## src/rtl/tamf_pkg.sv

```systemverilog
// Shared constants and types for the three-axis trimmed mean filter.
package tamf_pkg;

  // Window length, axis count and field widths.
  localparam int WINDOW   = 10;
  localparam int AXES     = 3;
  localparam int SAMPLE_W = 16;
  localparam int OFFS_W   = 12;
  localparam int OUT_W    = 20;
  localparam int CFG_IDX_W = 2;

  // Offset register reset values.
  localparam logic signed [OFFS_W-1:0] OFFS_X_RST = 12'sd123;
  localparam logic signed [OFFS_W-1:0] OFFS_Y_RST = 12'sd30;
  localparam logic signed [OFFS_W-1:0] OFFS_Z_RST = 12'sd0;

  // Configuration register indexes.
  localparam logic [CFG_IDX_W-1:0] REG_OFFS_X = 2'd0;
  localparam logic [CFG_IDX_W-1:0] REG_OFFS_Y = 2'd1;
  localparam logic [CFG_IDX_W-1:0] REG_OFFS_Z = 2'd2;

  // Axis codes.
  localparam logic [1:0] AXIS_X = 2'd0;
  localparam logic [1:0] AXIS_Z = 2'd2;

  // Sequencer states.
  typedef enum logic [1:0] {
    ST_IDLE,
    ST_RUN,
    ST_WAIT
  } state_e;

  // Control from the sequencer to the shared accumulate unit.
  typedef struct packed {
    logic en;
    logic first;
  } acc_ctrl_t;

endpackage

```

## src/rtl/tamf_hist.sv

```systemverilog
// Sample history store: one shift line per axis, one read port.
module tamf_hist #(
  parameter int Window = tamf_pkg::WINDOW,
  localparam int Hist  = Window - 1,
  localparam int Depth = tamf_pkg::AXES * Hist,
  localparam int IdxW  = $clog2(Depth)
) (
  input  logic                                clk_i,
  input  logic                                rst_ni,
  input  logic [IdxW-1:0]                     rd_idx_i,
  output logic signed [tamf_pkg::SAMPLE_W-1:0] rd_data_o,
  input  logic                                shift_en_i,
  input  logic [1:0]                          shift_axis_i,
  input  logic signed [tamf_pkg::SAMPLE_W-1:0] fresh_i
);

  logic signed [tamf_pkg::SAMPLE_W-1:0] hist_q [Depth];

  // Single read port.
  assign rd_data_o = hist_q[rd_idx_i];

  // Shift the chosen axis by one place; the fresh sample enters at the head.
  always_ff @(posedge clk_i or negedge rst_ni) begin
    if (!rst_ni) begin
      for (int i = 0; i < Depth; i++) begin
        hist_q[i] <= '0;
      end
    end else if (shift_en_i) begin
      for (int a = 0; a < tamf_pkg::AXES; a++) begin
        if (shift_axis_i == 2'(a)) begin
          hist_q[a*Hist] <= fresh_i;
          for (int k = 1; k < Hist; k++) begin
            hist_q[a*Hist + k] <= hist_q[a*Hist + k - 1];
          end
        end
      end
    end
  end

endmodule

```

## src/rtl/tamf_acc.sv

```systemverilog
// Shared accumulate unit: running sum, maximum and minimum, then the trimmed result.
module tamf_acc #(
  parameter int Window = tamf_pkg::WINDOW,
  localparam int Kept  = Window - 2,
  localparam int AccW  = tamf_pkg::SAMPLE_W + $clog2(Window),
  localparam int ResW  = AccW + 2
) (
  input  logic                                 clk_i,
  input  logic                                 rst_ni,
  input  tamf_pkg::acc_ctrl_t                  ctrl_i,
  input  logic signed [tamf_pkg::SAMPLE_W-1:0] value_i,
  input  logic signed [tamf_pkg::OFFS_W-1:0]   offset_i,
  output logic signed [tamf_pkg::OUT_W-1:0]    result_o
);

  logic signed [AccW-1:0]              sum_q, sum_d;
  logic signed [tamf_pkg::SAMPLE_W-1:0] hi_q, hi_d, lo_q, lo_d;
  logic signed [ResW-1:0]              res_w;

  // One value per cycle while enabled: a fresh start or an add and two compares.
  always_comb begin
    sum_d = sum_q;
    hi_d  = hi_q;
    lo_d  = lo_q;
    if (ctrl_i.en) begin
      if (ctrl_i.first) begin
        sum_d = AccW'(value_i);
        hi_d  = value_i;
        lo_d  = value_i;
      end else begin
        sum_d = sum_q + AccW'(value_i);
        if (value_i > hi_q) begin
          hi_d = value_i;
        end
        if (value_i < lo_q) begin
          lo_d = value_i;
        end
      end
    end
  end

  always_ff @(posedge clk_i or negedge rst_ni) begin
    if (!rst_ni) begin
      sum_q <= '0;
      hi_q  <= '0;
      lo_q  <= '0;
    end else begin
      sum_q <= sum_d;
      hi_q  <= hi_d;
      lo_q  <= lo_d;
    end
  end

  // Drop the extremes, add the rounding half and take off the scaled offset.
  assign res_w = ResW'(sum_q) - ResW'(hi_q) - ResW'(lo_q) + ResW'(Kept / 2)
               - ResW'(offset_i) * ResW'(Kept);
  assign result_o = res_w[tamf_pkg::OUT_W-1:0];

endmodule

```

## src/rtl/three_axis_trimmed_mean_filter_unit.sv

```systemverilog
// Top level of the three-axis trimmed mean filter with its sequencer.
//
// Usage: an input transfer (in_valid_i high, in_stall_o low) carries one signed
// sample per axis. For each axis the block keeps the nine previous samples and
// forms sum-of-ten minus largest minus smallest, plus 4, minus eight times the
// axis offset, in eighths of an LSB. One result transfer follows each input.
// A single accumulate unit walks the window one value per cycle, axis by axis,
// with a finishing step per axis that stores its result and shifts its history.
// After the z axis the results are loaded into the output register and shown
// on out_valid_o, and only then is a new sample taken. in_stall_o is high
// while an item is being worked on. The result sits in an output register, so
// the next input is taken while a result waits; when the receiver stalls with
// a result already waiting, the finished item holds until the register frees.
// Offsets are written through cfg_we_i / cfg_idx_i / cfg_wdata_i; the user must
// write them only while idle; the block does not enforce it. Indexes beyond
// the z offset are ignored. Reset zeroes all history, offsets get 123, 30, 0.
module three_axis_trimmed_mean_filter_unit #(
  parameter int Window = tamf_pkg::WINDOW
) (
  input  logic                                  clk_i,
  input  logic                                  rst_ni,
  input  logic                                  in_valid_i,
  output logic                                  in_stall_o,
  input  logic signed [tamf_pkg::SAMPLE_W-1:0]  accel_x_i,
  input  logic signed [tamf_pkg::SAMPLE_W-1:0]  accel_y_i,
  input  logic signed [tamf_pkg::SAMPLE_W-1:0]  accel_z_i,
  output logic                                  out_valid_o,
  input  logic                                  out_stall_i,
  output logic signed [tamf_pkg::OUT_W-1:0]     filtered_x_o,
  output logic signed [tamf_pkg::OUT_W-1:0]     filtered_y_o,
  output logic signed [tamf_pkg::OUT_W-1:0]     filtered_z_o,
  input  logic                                  cfg_we_i,
  input  logic [tamf_pkg::CFG_IDX_W-1:0]        cfg_idx_i,
  input  logic [tamf_pkg::OFFS_W-1:0]           cfg_wdata_i
);

  localparam int Hist  = Window - 1;
  localparam int Depth = tamf_pkg::AXES * Hist;
  localparam int IdxW  = $clog2(Depth);
  localparam int CntW  = $clog2(Window + 1);

  tamf_pkg::state_e state_q, state_d;

  logic [1:0]      axis_q, axis_d;
  logic [CntW-1:0] k_q, k_d;

  logic signed [tamf_pkg::SAMPLE_W-1:0] fresh_q [tamf_pkg::AXES];
  logic signed [tamf_pkg::OUT_W-1:0]    res_q   [tamf_pkg::AXES];
  logic signed [tamf_pkg::OFFS_W-1:0]   offs_q  [tamf_pkg::AXES];
  logic signed [tamf_pkg::OUT_W-1:0]    out_q   [tamf_pkg::AXES];
  logic                                 out_valid_q;

  logic in_xfer, out_xfer;
  logic step_last, axis_last;
  logic do_finish, do_load;

  tamf_pkg::acc_ctrl_t                  acc_ctrl;
  logic signed [tamf_pkg::SAMPLE_W-1:0] hist_rd, fresh_sel, acc_value;
  logic signed [tamf_pkg::OUT_W-1:0]    acc_result;
  logic [IdxW-1:0]                      rd_idx;

  assign in_xfer   = in_valid_i && !in_stall_o;
  assign out_xfer  = out_valid_q && !out_stall_i;
  assign step_last = (k_q == CntW'(Window));
  assign axis_last = (axis_q == tamf_pkg::AXIS_Z);

  // Next state.
  always_comb begin
    state_d = state_q;
    case (state_q)
      tamf_pkg::ST_IDLE: begin
        if (in_valid_i) begin
          state_d = tamf_pkg::ST_RUN;
        end
      end
      tamf_pkg::ST_RUN: begin
        if (step_last && axis_last) begin
          state_d = tamf_pkg::ST_WAIT;
        end
      end
      tamf_pkg::ST_WAIT: begin
        if (!out_valid_q || !out_stall_i) begin
          state_d = tamf_pkg::ST_IDLE;
        end
      end
      default: state_d = tamf_pkg::ST_IDLE;
    endcase
  end

  // Sequencer outputs.
  always_comb begin
    in_stall_o     = 1'b1;
    acc_ctrl.en    = 1'b0;
    acc_ctrl.first = 1'b0;
    do_finish      = 1'b0;
    do_load        = 1'b0;
    case (state_q)
      tamf_pkg::ST_IDLE: begin
        in_stall_o = 1'b0;
      end
      tamf_pkg::ST_RUN: begin
        acc_ctrl.en    = !step_last;
        acc_ctrl.first = (k_q == '0);
        do_finish      = step_last;
      end
      tamf_pkg::ST_WAIT: begin
        do_load = !out_valid_q || !out_stall_i;
      end
      default: begin
        in_stall_o = 1'b1;
      end
    endcase
  end

  // Axis and window position counters.
  always_comb begin
    axis_d = axis_q;
    k_d    = k_q;
    if (in_xfer) begin
      axis_d = tamf_pkg::AXIS_X;
      k_d    = '0;
    end else if (state_q == tamf_pkg::ST_RUN) begin
      if (step_last) begin
        axis_d = axis_q + 2'd1;
        k_d    = '0;
      end else begin
        k_d = k_q + CntW'(1);
      end
    end
  end

  always_ff @(posedge clk_i or negedge rst_ni) begin
    if (!rst_ni) begin
      state_q <= tamf_pkg::ST_IDLE;
      axis_q  <= tamf_pkg::AXIS_X;
      k_q     <= '0;
    end else begin
      state_q <= state_d;
      axis_q  <= axis_d;
      k_q     <= k_d;
    end
  end

  // Capture the samples of an accepted transfer.
  always_ff @(posedge clk_i) begin
    if (in_xfer) begin
      fresh_q[0] <= accel_x_i;
      fresh_q[1] <= accel_y_i;
      fresh_q[2] <= accel_z_i;
    end
  end

  // Offset registers.
  always_ff @(posedge clk_i or negedge rst_ni) begin
    if (!rst_ni) begin
      offs_q[0] <= tamf_pkg::OFFS_X_RST;
      offs_q[1] <= tamf_pkg::OFFS_Y_RST;
      offs_q[2] <= tamf_pkg::OFFS_Z_RST;
    end else if (cfg_we_i) begin
      case (cfg_idx_i)
        tamf_pkg::REG_OFFS_X: offs_q[0] <= cfg_wdata_i;
        tamf_pkg::REG_OFFS_Y: offs_q[1] <= cfg_wdata_i;
        tamf_pkg::REG_OFFS_Z: offs_q[2] <= cfg_wdata_i;
        default: ;
      endcase
    end
  end

  // Value selection: the fresh sample first, then the history of the axis.
  assign fresh_sel = fresh_q[axis_q];
  assign rd_idx    = IdxW'(axis_q) * IdxW'(Hist) + IdxW'(k_q) - IdxW'(1);
  assign acc_value = (k_q == '0) ? fresh_sel : hist_rd;

  tamf_hist #(
    .Window (Window)
  ) u_hist (
    .clk_i        (clk_i),
    .rst_ni       (rst_ni),
    .rd_idx_i     (rd_idx),
    .rd_data_o    (hist_rd),
    .shift_en_i   (do_finish),
    .shift_axis_i (axis_q),
    .fresh_i      (fresh_sel)
  );

  tamf_acc #(
    .Window (Window)
  ) u_acc (
    .clk_i    (clk_i),
    .rst_ni   (rst_ni),
    .ctrl_i   (acc_ctrl),
    .value_i  (acc_value),
    .offset_i (offs_q[axis_q]),
    .result_o (acc_result)
  );

  // Per-axis results, held until the output register is free.
  always_ff @(posedge clk_i) begin
    if (do_finish) begin
      res_q[axis_q] <= acc_result;
    end
  end

  // Output register.
  always_ff @(posedge clk_i) begin
    if (do_load) begin
      out_q <= res_q;
    end
  end

  always_ff @(posedge clk_i or negedge rst_ni) begin
    if (!rst_ni) begin
      out_valid_q <= 1'b0;
    end else if (do_load) begin
      out_valid_q <= 1'b1;
    end else if (out_xfer) begin
      out_valid_q <= 1'b0;
    end
  end

  assign out_valid_o  = out_valid_q;
  assign filtered_x_o = out_q[0];
  assign filtered_y_o = out_q[1];
  assign filtered_z_o = out_q[2];

endmodule
```

## config.mk

```make
export PLATFORM = sky130hd
export DESIGN_NAME = three_axis_trimmed_mean_filter_unit
export DESIGN_NICKNAME = d
export VERILOG_FILES = /design/src/rtl/tamf_pkg.sv /design/src/rtl/tamf_hist.sv /design/src/rtl/tamf_acc.sv /design/src/rtl/three_axis_trimmed_mean_filter_unit.sv
export SDC_FILE = /design/constraint.sdc
export NUM_CORES = 2
export LEC_CHECK = 0
export ABC_AREA = 1
export BUFFER_PORTS_ARGS = -buffer_cell sky130_fd_sc_hd__buf_2
export CAP_MARGIN = 20
export CORE_MARGIN = 1.5
export CORE_UTILIZATION = 60
export CTS_BUF_LIST = sky130_fd_sc_hd__clkbuf_16
export CTS_CLUSTER_DIAMETER = 150
export DETAILED_ROUTE_END_ITERATION = 10
export PLACE_DENSITY = 0.88
export SETUP_SLACK_MARGIN = 0.3
export SKIP_CTS_REPAIR_TIMING = 1
export SYNTH_ARGS = -nofsm -noshare
export SYNTH_HDL_FRONTEND = slang
export SYNTH_SLANG_ARGS = --single-unit
```

## constraint.sdc

```tcl
create_clock -name clk_i -period 9.65 [get_ports clk_i]
set_input_delay 1.93 -clock clk_i [delete_from_list [all_inputs] [get_ports clk_i]]
set_output_delay 1.93 -clock clk_i [all_outputs]
set_load 0.03 [all_outputs]
```

== Word-level counts from Yosys, hierarchy flattened ==
Memories as Yosys holds them, arrays and structs flattened.
Index checks and enable logic that the tools add are counted.

* Register bits after elaboration: 649
* Output and inout bits: 62
* RAM bits: 48
* Memories kept: 1
* Logic and storage cells: 131

{| class="wikitable"
|+ Memory list
! name !! words !! width !! rd ports !! clocked after Yosys merged registers in !! wr ports !! RTL line !! text
|-
| fresh_q || 3 || 16 || 1 || 0 || 3 || three_axis_trimmed_mean_filter_unit.sv:47 || <nowiki>logic signed [tamf_pkg::SAMPLE_W-1:0] fresh_q [tamf_pkg::AXES];</nowiki>
|}

* Bitwise logic cells: 2
* Reduce and logical (&&, ||, !) cells: 27
* Add/subtract/negate cells: 9
* Eq/ne operators: 10
* Magnitude comparators: 5
* Mux-type cells: 33
* Multipliers: 1

{| class="wikitable"
|+ Operator list
! kind !! count
|-
| $mux W16 || 7
|-
| $bmux W16 S5 || 1
|-
| $bwmux W60 || 1
|-
| $demux W20 S2 || 1
|-
| $mux W20 || 2
|-
| $sub A20 B16 Y20 || 2
|-
| $bmux W12 S2 || 1
|-
| $mux W12 || 2
|-
| $add A20 B16 Y20 || 1
|-
| $add A20 B4 Y20 const B || 1
|-
| $sub A20 B15 Y20 || 1
|-
| $reduce_and A2 Y1 || 9
|-
| $gt A16 B16 Y1 || 1
|-
| $lt A16 B16 Y1 || 1
|-
| $mux W2 || 7
|-
| $mux W4 || 3
|-
| $reduce_bool A2 Y1 || 5
|-
| $mux W1 || 7
|-
| $eq A2 B1 Y1 const B || 3
|-
| $eq A2 B2 Y1 const B || 3
|-
| $ge A6 B6 Y1 const B || 1
|-
| $logic_not A2 Y1 || 3
|-
| $ne A2 B2 Y1 const B || 3
|-
| $not A5 Y6 || 1
|-
| other kinds (15) || 20
|}

== Logic depth before layout (Yosys ltp) ==
* Word-level depth: 11
* Mapped depth: 35
* Gate-level depth less buffers: 29

== Modules after synthesis ==
A second synthesis with hierarchy kept.

* Cell total of the unflattened synthesis: 4239
* Area total of the unflattened synthesis: 35059.9 um^2

{| class="wikitable"
|+ Modules (own cells, without submodules)
! module !! cells each !! area an instance (um^2) !! times used
|-
| tamf_hist || 2850 || 21061.4 || 1
|-
| three_axis_trimmed_mean_filter_unit || 586 || 8020.2 || 1
|-
| tamf_acc || 803 || 5978.2 || 1
|}

== Worst setup path after synthesis ==
OpenSTA, ideal clock, no wires.

* Kind: register to register
* From: register axis_q[1]
* To: register u_acc.sum_q[16]
* Required time: 9.528 ns
* Slack: 3.675 ns
* Buffers on the path: 7
* Data arrival time: 5.853 ns
* Cell stages (with the launch flop): 28
* Cells stage by stage: dfrtp_1 buf_2 inv_2 clkbuf_1 clkbuf_1 clkbuf_1 fa_1 ha_1 fa_1 buf_2 clkbuf_1 clkbuf_1 nand3_1 o311ai_1 nand3_1 a22oi_1 ha_1 nand2_1 a21oi_1 o21ai_0 o211ai_1 a31oi_1 o21ai_0 a31oi_1 o21ai_0 or2_2 nand2_1 a21oi_1

* Word-level cells in the longest chain between the ends: 10
* Elaborated cells on any way between the ends: 11
* Classes of those cells: add/sub (3); mul (1); mux (5); bitwise (1); memory (1)

{| class="wikitable"
|+ Ends and longest elaborated chain
! what !! RTL line !! text
|-
| start, declared || three_axis_trimmed_mean_filter_unit.sv:44 || <nowiki>logic [1:0] axis_q, axis_d;</nowiki>
|-
| start signal, assigned || three_axis_trimmed_mean_filter_unit.sv:135 || <nowiki>axis_q <= tamf_pkg::AXIS_X;</nowiki>
|-
| start signal, assigned || three_axis_trimmed_mean_filter_unit.sv:139 || <nowiki>axis_q <= axis_d;</nowiki>
|-
| $mul A2 B4 Y5 || three_axis_trimmed_mean_filter_unit.sv:171 || <nowiki>assign rd_idx = IdxW'(axis_q) * IdxW'(Hist) + IdxW'(k_q) - IdxW'(1);</nowiki>
|-
| $add A5 B4 Y5 || three_axis_trimmed_mean_filter_unit.sv:171 ||
|-
| $sub A5 B1 Y5 || three_axis_trimmed_mean_filter_unit.sv:171 ||
|-
| $not A5 Y6 (implied by the code) || tamf_hist.sv:20 || <nowiki>assign rd_data_o = hist_q[rd_idx_i];</nowiki>
|-
| $bmux W16 S5 || tamf_hist.sv:20 ||
|-
| $mux W16 (implied by the code) (2 in a row) || tamf_hist.sv:20 ||
|-
| $mux W16 * || three_axis_trimmed_mean_filter_unit.sv:172 || <nowiki>assign acc_value = (k_q == '0) ? fresh_sel : hist_rd;</nowiki>
|-
| via acc_value (one bit) || three_axis_trimmed_mean_filter_unit.sv:58 || <nowiki>logic signed [tamf_pkg::SAMPLE_W-1:0] hist_rd, fresh_sel, acc_value;</nowiki>
|-
| $add A20 B16 Y20 * || tamf_acc.sv:31 || <nowiki>sum_d = sum_q + AccW'(value_i);</nowiki>
|-
| $mux W20 * || tamf_acc.sv:26 || <nowiki>if (ctrl_i.first) begin</nowiki>
|-
| end signal, assigned || tamf_acc.sv:48 || <nowiki>sum_q <= sum_d;</nowiki>
|-
| end, declared || tamf_acc.sv:16 || <nowiki>logic signed [AccW-1:0] sum_q, sum_d;</nowiki>
|}

The timed path passes the listed nets; every way through them passes the cells marked *. The select of a mux whose other input is x is not followed.
A chain may end at the register's enable or synchronous reset.

== Worst setup path after layout ==
Ends and elaborated chain as after synthesis.

==> impl_metrics.tcl <==
set metrics [dict create \
    crit_chain "inv_2 -> fa_1 -> ha_4 -> fa_2 -> inv_2 -> nor2_8 -> nor2_1 -> o311ai_0 -> a22oi_1 -> ha_1 -> nand2_1 -> nand2_1 -> o21ai_0 -> o211ai_1 -> a31oi_1 -> o21ai_0 -> a31oi_1 -> o21ai_0 -> or2_2 -> nand2_1 -> a21oi_1" \
    most-common-layout-cells "nand2_1, o21ai_0, dfrtp_1" \
    clock_latency_ns 0.63 \
    wl_per_cell_um 18.9 \
    grt_overflow 0 \
    dieArea_um2 56500 \
    crit_path_top_delay_cell "nor2_1" \
    cts_sinks 697 \
    antenna_cells 0 \
    rows 85 \
    ios 129 \
    ant_nets 0 \
    antenna_found_initial 3 \
    core_area_um2 54100 \
    yosysWarnings 0 \
    min_period_ns 7.54 \
    async_reset_ff_share_pct 75.9 \
    hold_viol 0 \
    die_w_um 238 \
    syn_inst 3634 \
    synth_fp_nets 3839 \
    final_common_cell "nand2_1" \
    setup_violations 0 \
    synthFlopType "dfrtp_1" \
    post-route-period-util_pct 78.1 \
    vias 26200 \
    critical-path-top-delay-family "compound AO/OA/AOI/OAI gates" \
    arrival_ns 8.04 \
    tightest_slew_ns 1.27 \
    path_max_fanout 43 \
    synth-edff-count 168 \
    drv_cap 0 \
    drive_gt1_share_pct 8.91 \
    ys_ff_latch 697 \
    numCtsBuffers 71 \
    critPathBufInv 2 \
    htree_num_levels 3 \
    critPathLaunchType "flip-flop" \
    cts_tree "built" \
    first_global_vias 25000 \
    clk_pin_slew_ns 0.06 \
    r2r_setup_slack_ns 2.11 \
    grt_pass1_wl_um 133000 \
    firstDrtPassIters 8 \
    rsz0062_at_grt "no" \
    gp_congestion 0.953 \
    slew_headroom_pct 15.0 \
    port_buffers 128 \
    drt_wl_total_um 83500 \
    status "completed" \
    slew_violations 0 \
    cts.path.max_buffers 3 \
    max_freq_mhz 133 \
    start_util_pct 61.1 \
    syn_area_per_cell_um2 9.10 \
    synth.distinct_cells 56 \
    grt_max_degree 201 \
    fin_nets 3864 \
    cp_data_required_time_ns 10.15 \
    drtIter0Drc 3353 \
    track_usage_pct 29.8 \
    fin_setup_tns_ns 0 \
    cts_root_buf "clkbuf_16" \
    synth_seq_area_share_pct 55.3 \
    cp-end-kind "flip-flop" \
    die_y_um 238 \
    avgViaCountPerCell 5.93 \
    area_delta_synth_final_pct 9.71 \
    netlist_area_um2 33100 \
    criticalPathCategory "flip-flop to flip-flop" \
    hpwl_um 52000 \
    max_stage_delay_ns 0.82 \
    hp-class "flip-flop to flip-flop" \
    drc 0 \
    fin_skew_ns 0.0245 \
]
==> metrics by stage <==
stage          util, %  cell area [um^2]  setup WS, ns  hold slack, ns  instances
2_1_floorplan        -             33100          3.67           0.400       3634
5_1_grt           67.0             36300          1.69           0.421       4411
4_1_cts           67.0             36300          2.34           0.411       4410
3_5_place_dp      62.9             34000          2.35           0.405       4281
6_report          67.0             36300          2.11           0.409       4411
3_3_place_gp      62.9             34000          2.62           0.400       4281
==> final timing paths <==
| check | from | endpoint | cells after the start |
|---|---|---|---|
| setup / recovery | axis_q[1] | u_acc.sum_q[16] | 21 |
| hold / removal | res_q[19] | filtered_z_o[19] | 0 |
| setup reg to reg | axis_q[1] | u_acc.sum_q[16] | 21 |
| hold reg to reg | res_q[19] | filtered_z_o[19] | 0 |
| max in group asynchronous | rst_ni | u_hist.hist_q[44] | 2 |
| min in group asynchronous | rst_ni | u_hist.hist_q[320] | 1 |
==> layer usage <==
| metal | part of all wire [%] | vias to the layer above | track usage (%) |
|---|---|---|---|
| li1 | - | 12100 | - |
| met1 | 41 | 12500 | 41.0 |
| met3 | 9.6 | 234 | 6.60 |
| met5 | 0.016 | - | 0 |
| met2 | 45 | 1326 | 45.6 |
| met4 | 4.3 | 2 | 13.5 |
==> cells in the mapped netlist, drive strengths merged (3+ instances only) <==
library cell	number	area share (%)
o21ai	704	11
a221oi	7	0.19
o31ai	3	0.068
ha	103	3.9
o211ai	16	0.36
a22oi	8	0.18
a31oi	12	0.23
clkbuf	135	1.5
dfstp	10	0.79
xnor2	15	0.40
nand4	12	0.23
edfxtp	168	15
nor3	3	0.045
fa	35	2.1
inv	365	4.2
or2	7	0.13
xor2	20	0.53
nand2	861	10
nand3	161	2.5
a211oi	15	0.34
nor2	85	1.0
buf	77	1.3
a21boi	4	0.091
o22ai	3	0.057
a21oi	260	3.9
a41oi	4	0.11
dfrtp	519	39
o311ai	8	0.21
==> area by class of cell <==
cell class              instances  area (um^2)
well taps                     696          871
clock buffers                  72         1800
inverters                     366         1390
flip-flops and latches        697        18300
multi-input cells            2359        12500
clock inverters                57          413
repair buffers                164          991
fillers                      3907        17900
==> cell families after synthesis <==
kind of cell / count (synthesis) / synth area share, %
simple gates: 1134 / 14.1
compound gates: 1052 / 16.6
flops: 697 / 55.3
buf+inv: 578 / 6.99
fa+ha+maj: 138 / 6.02
xor+xnor: 35 / 0.927
==> sequential cells by signal, indices dropped and copies added (netlist names) <==
| name | cells |
|---|---|
| axis_q | 2 |
| u_hist.hist_q | 432 |
| u_acc.lo_q | 16 |
| u_acc.hi_q | 16 |
| state_q | 2 |
| filtered_z_o | 20 |
| k_q | 4 |
| fresh_q | 48 |
| filtered_y_o | 20 |
| out_valid_o | 1 |
| res_q | 60 |
| offs_q | 36 |
| filtered_x_o | 20 |
| u_acc.sum_q | 20 |
Power is not shown: default switching activity piles up to over one toggle a cycle in this logic, so the estimate is an artifact.
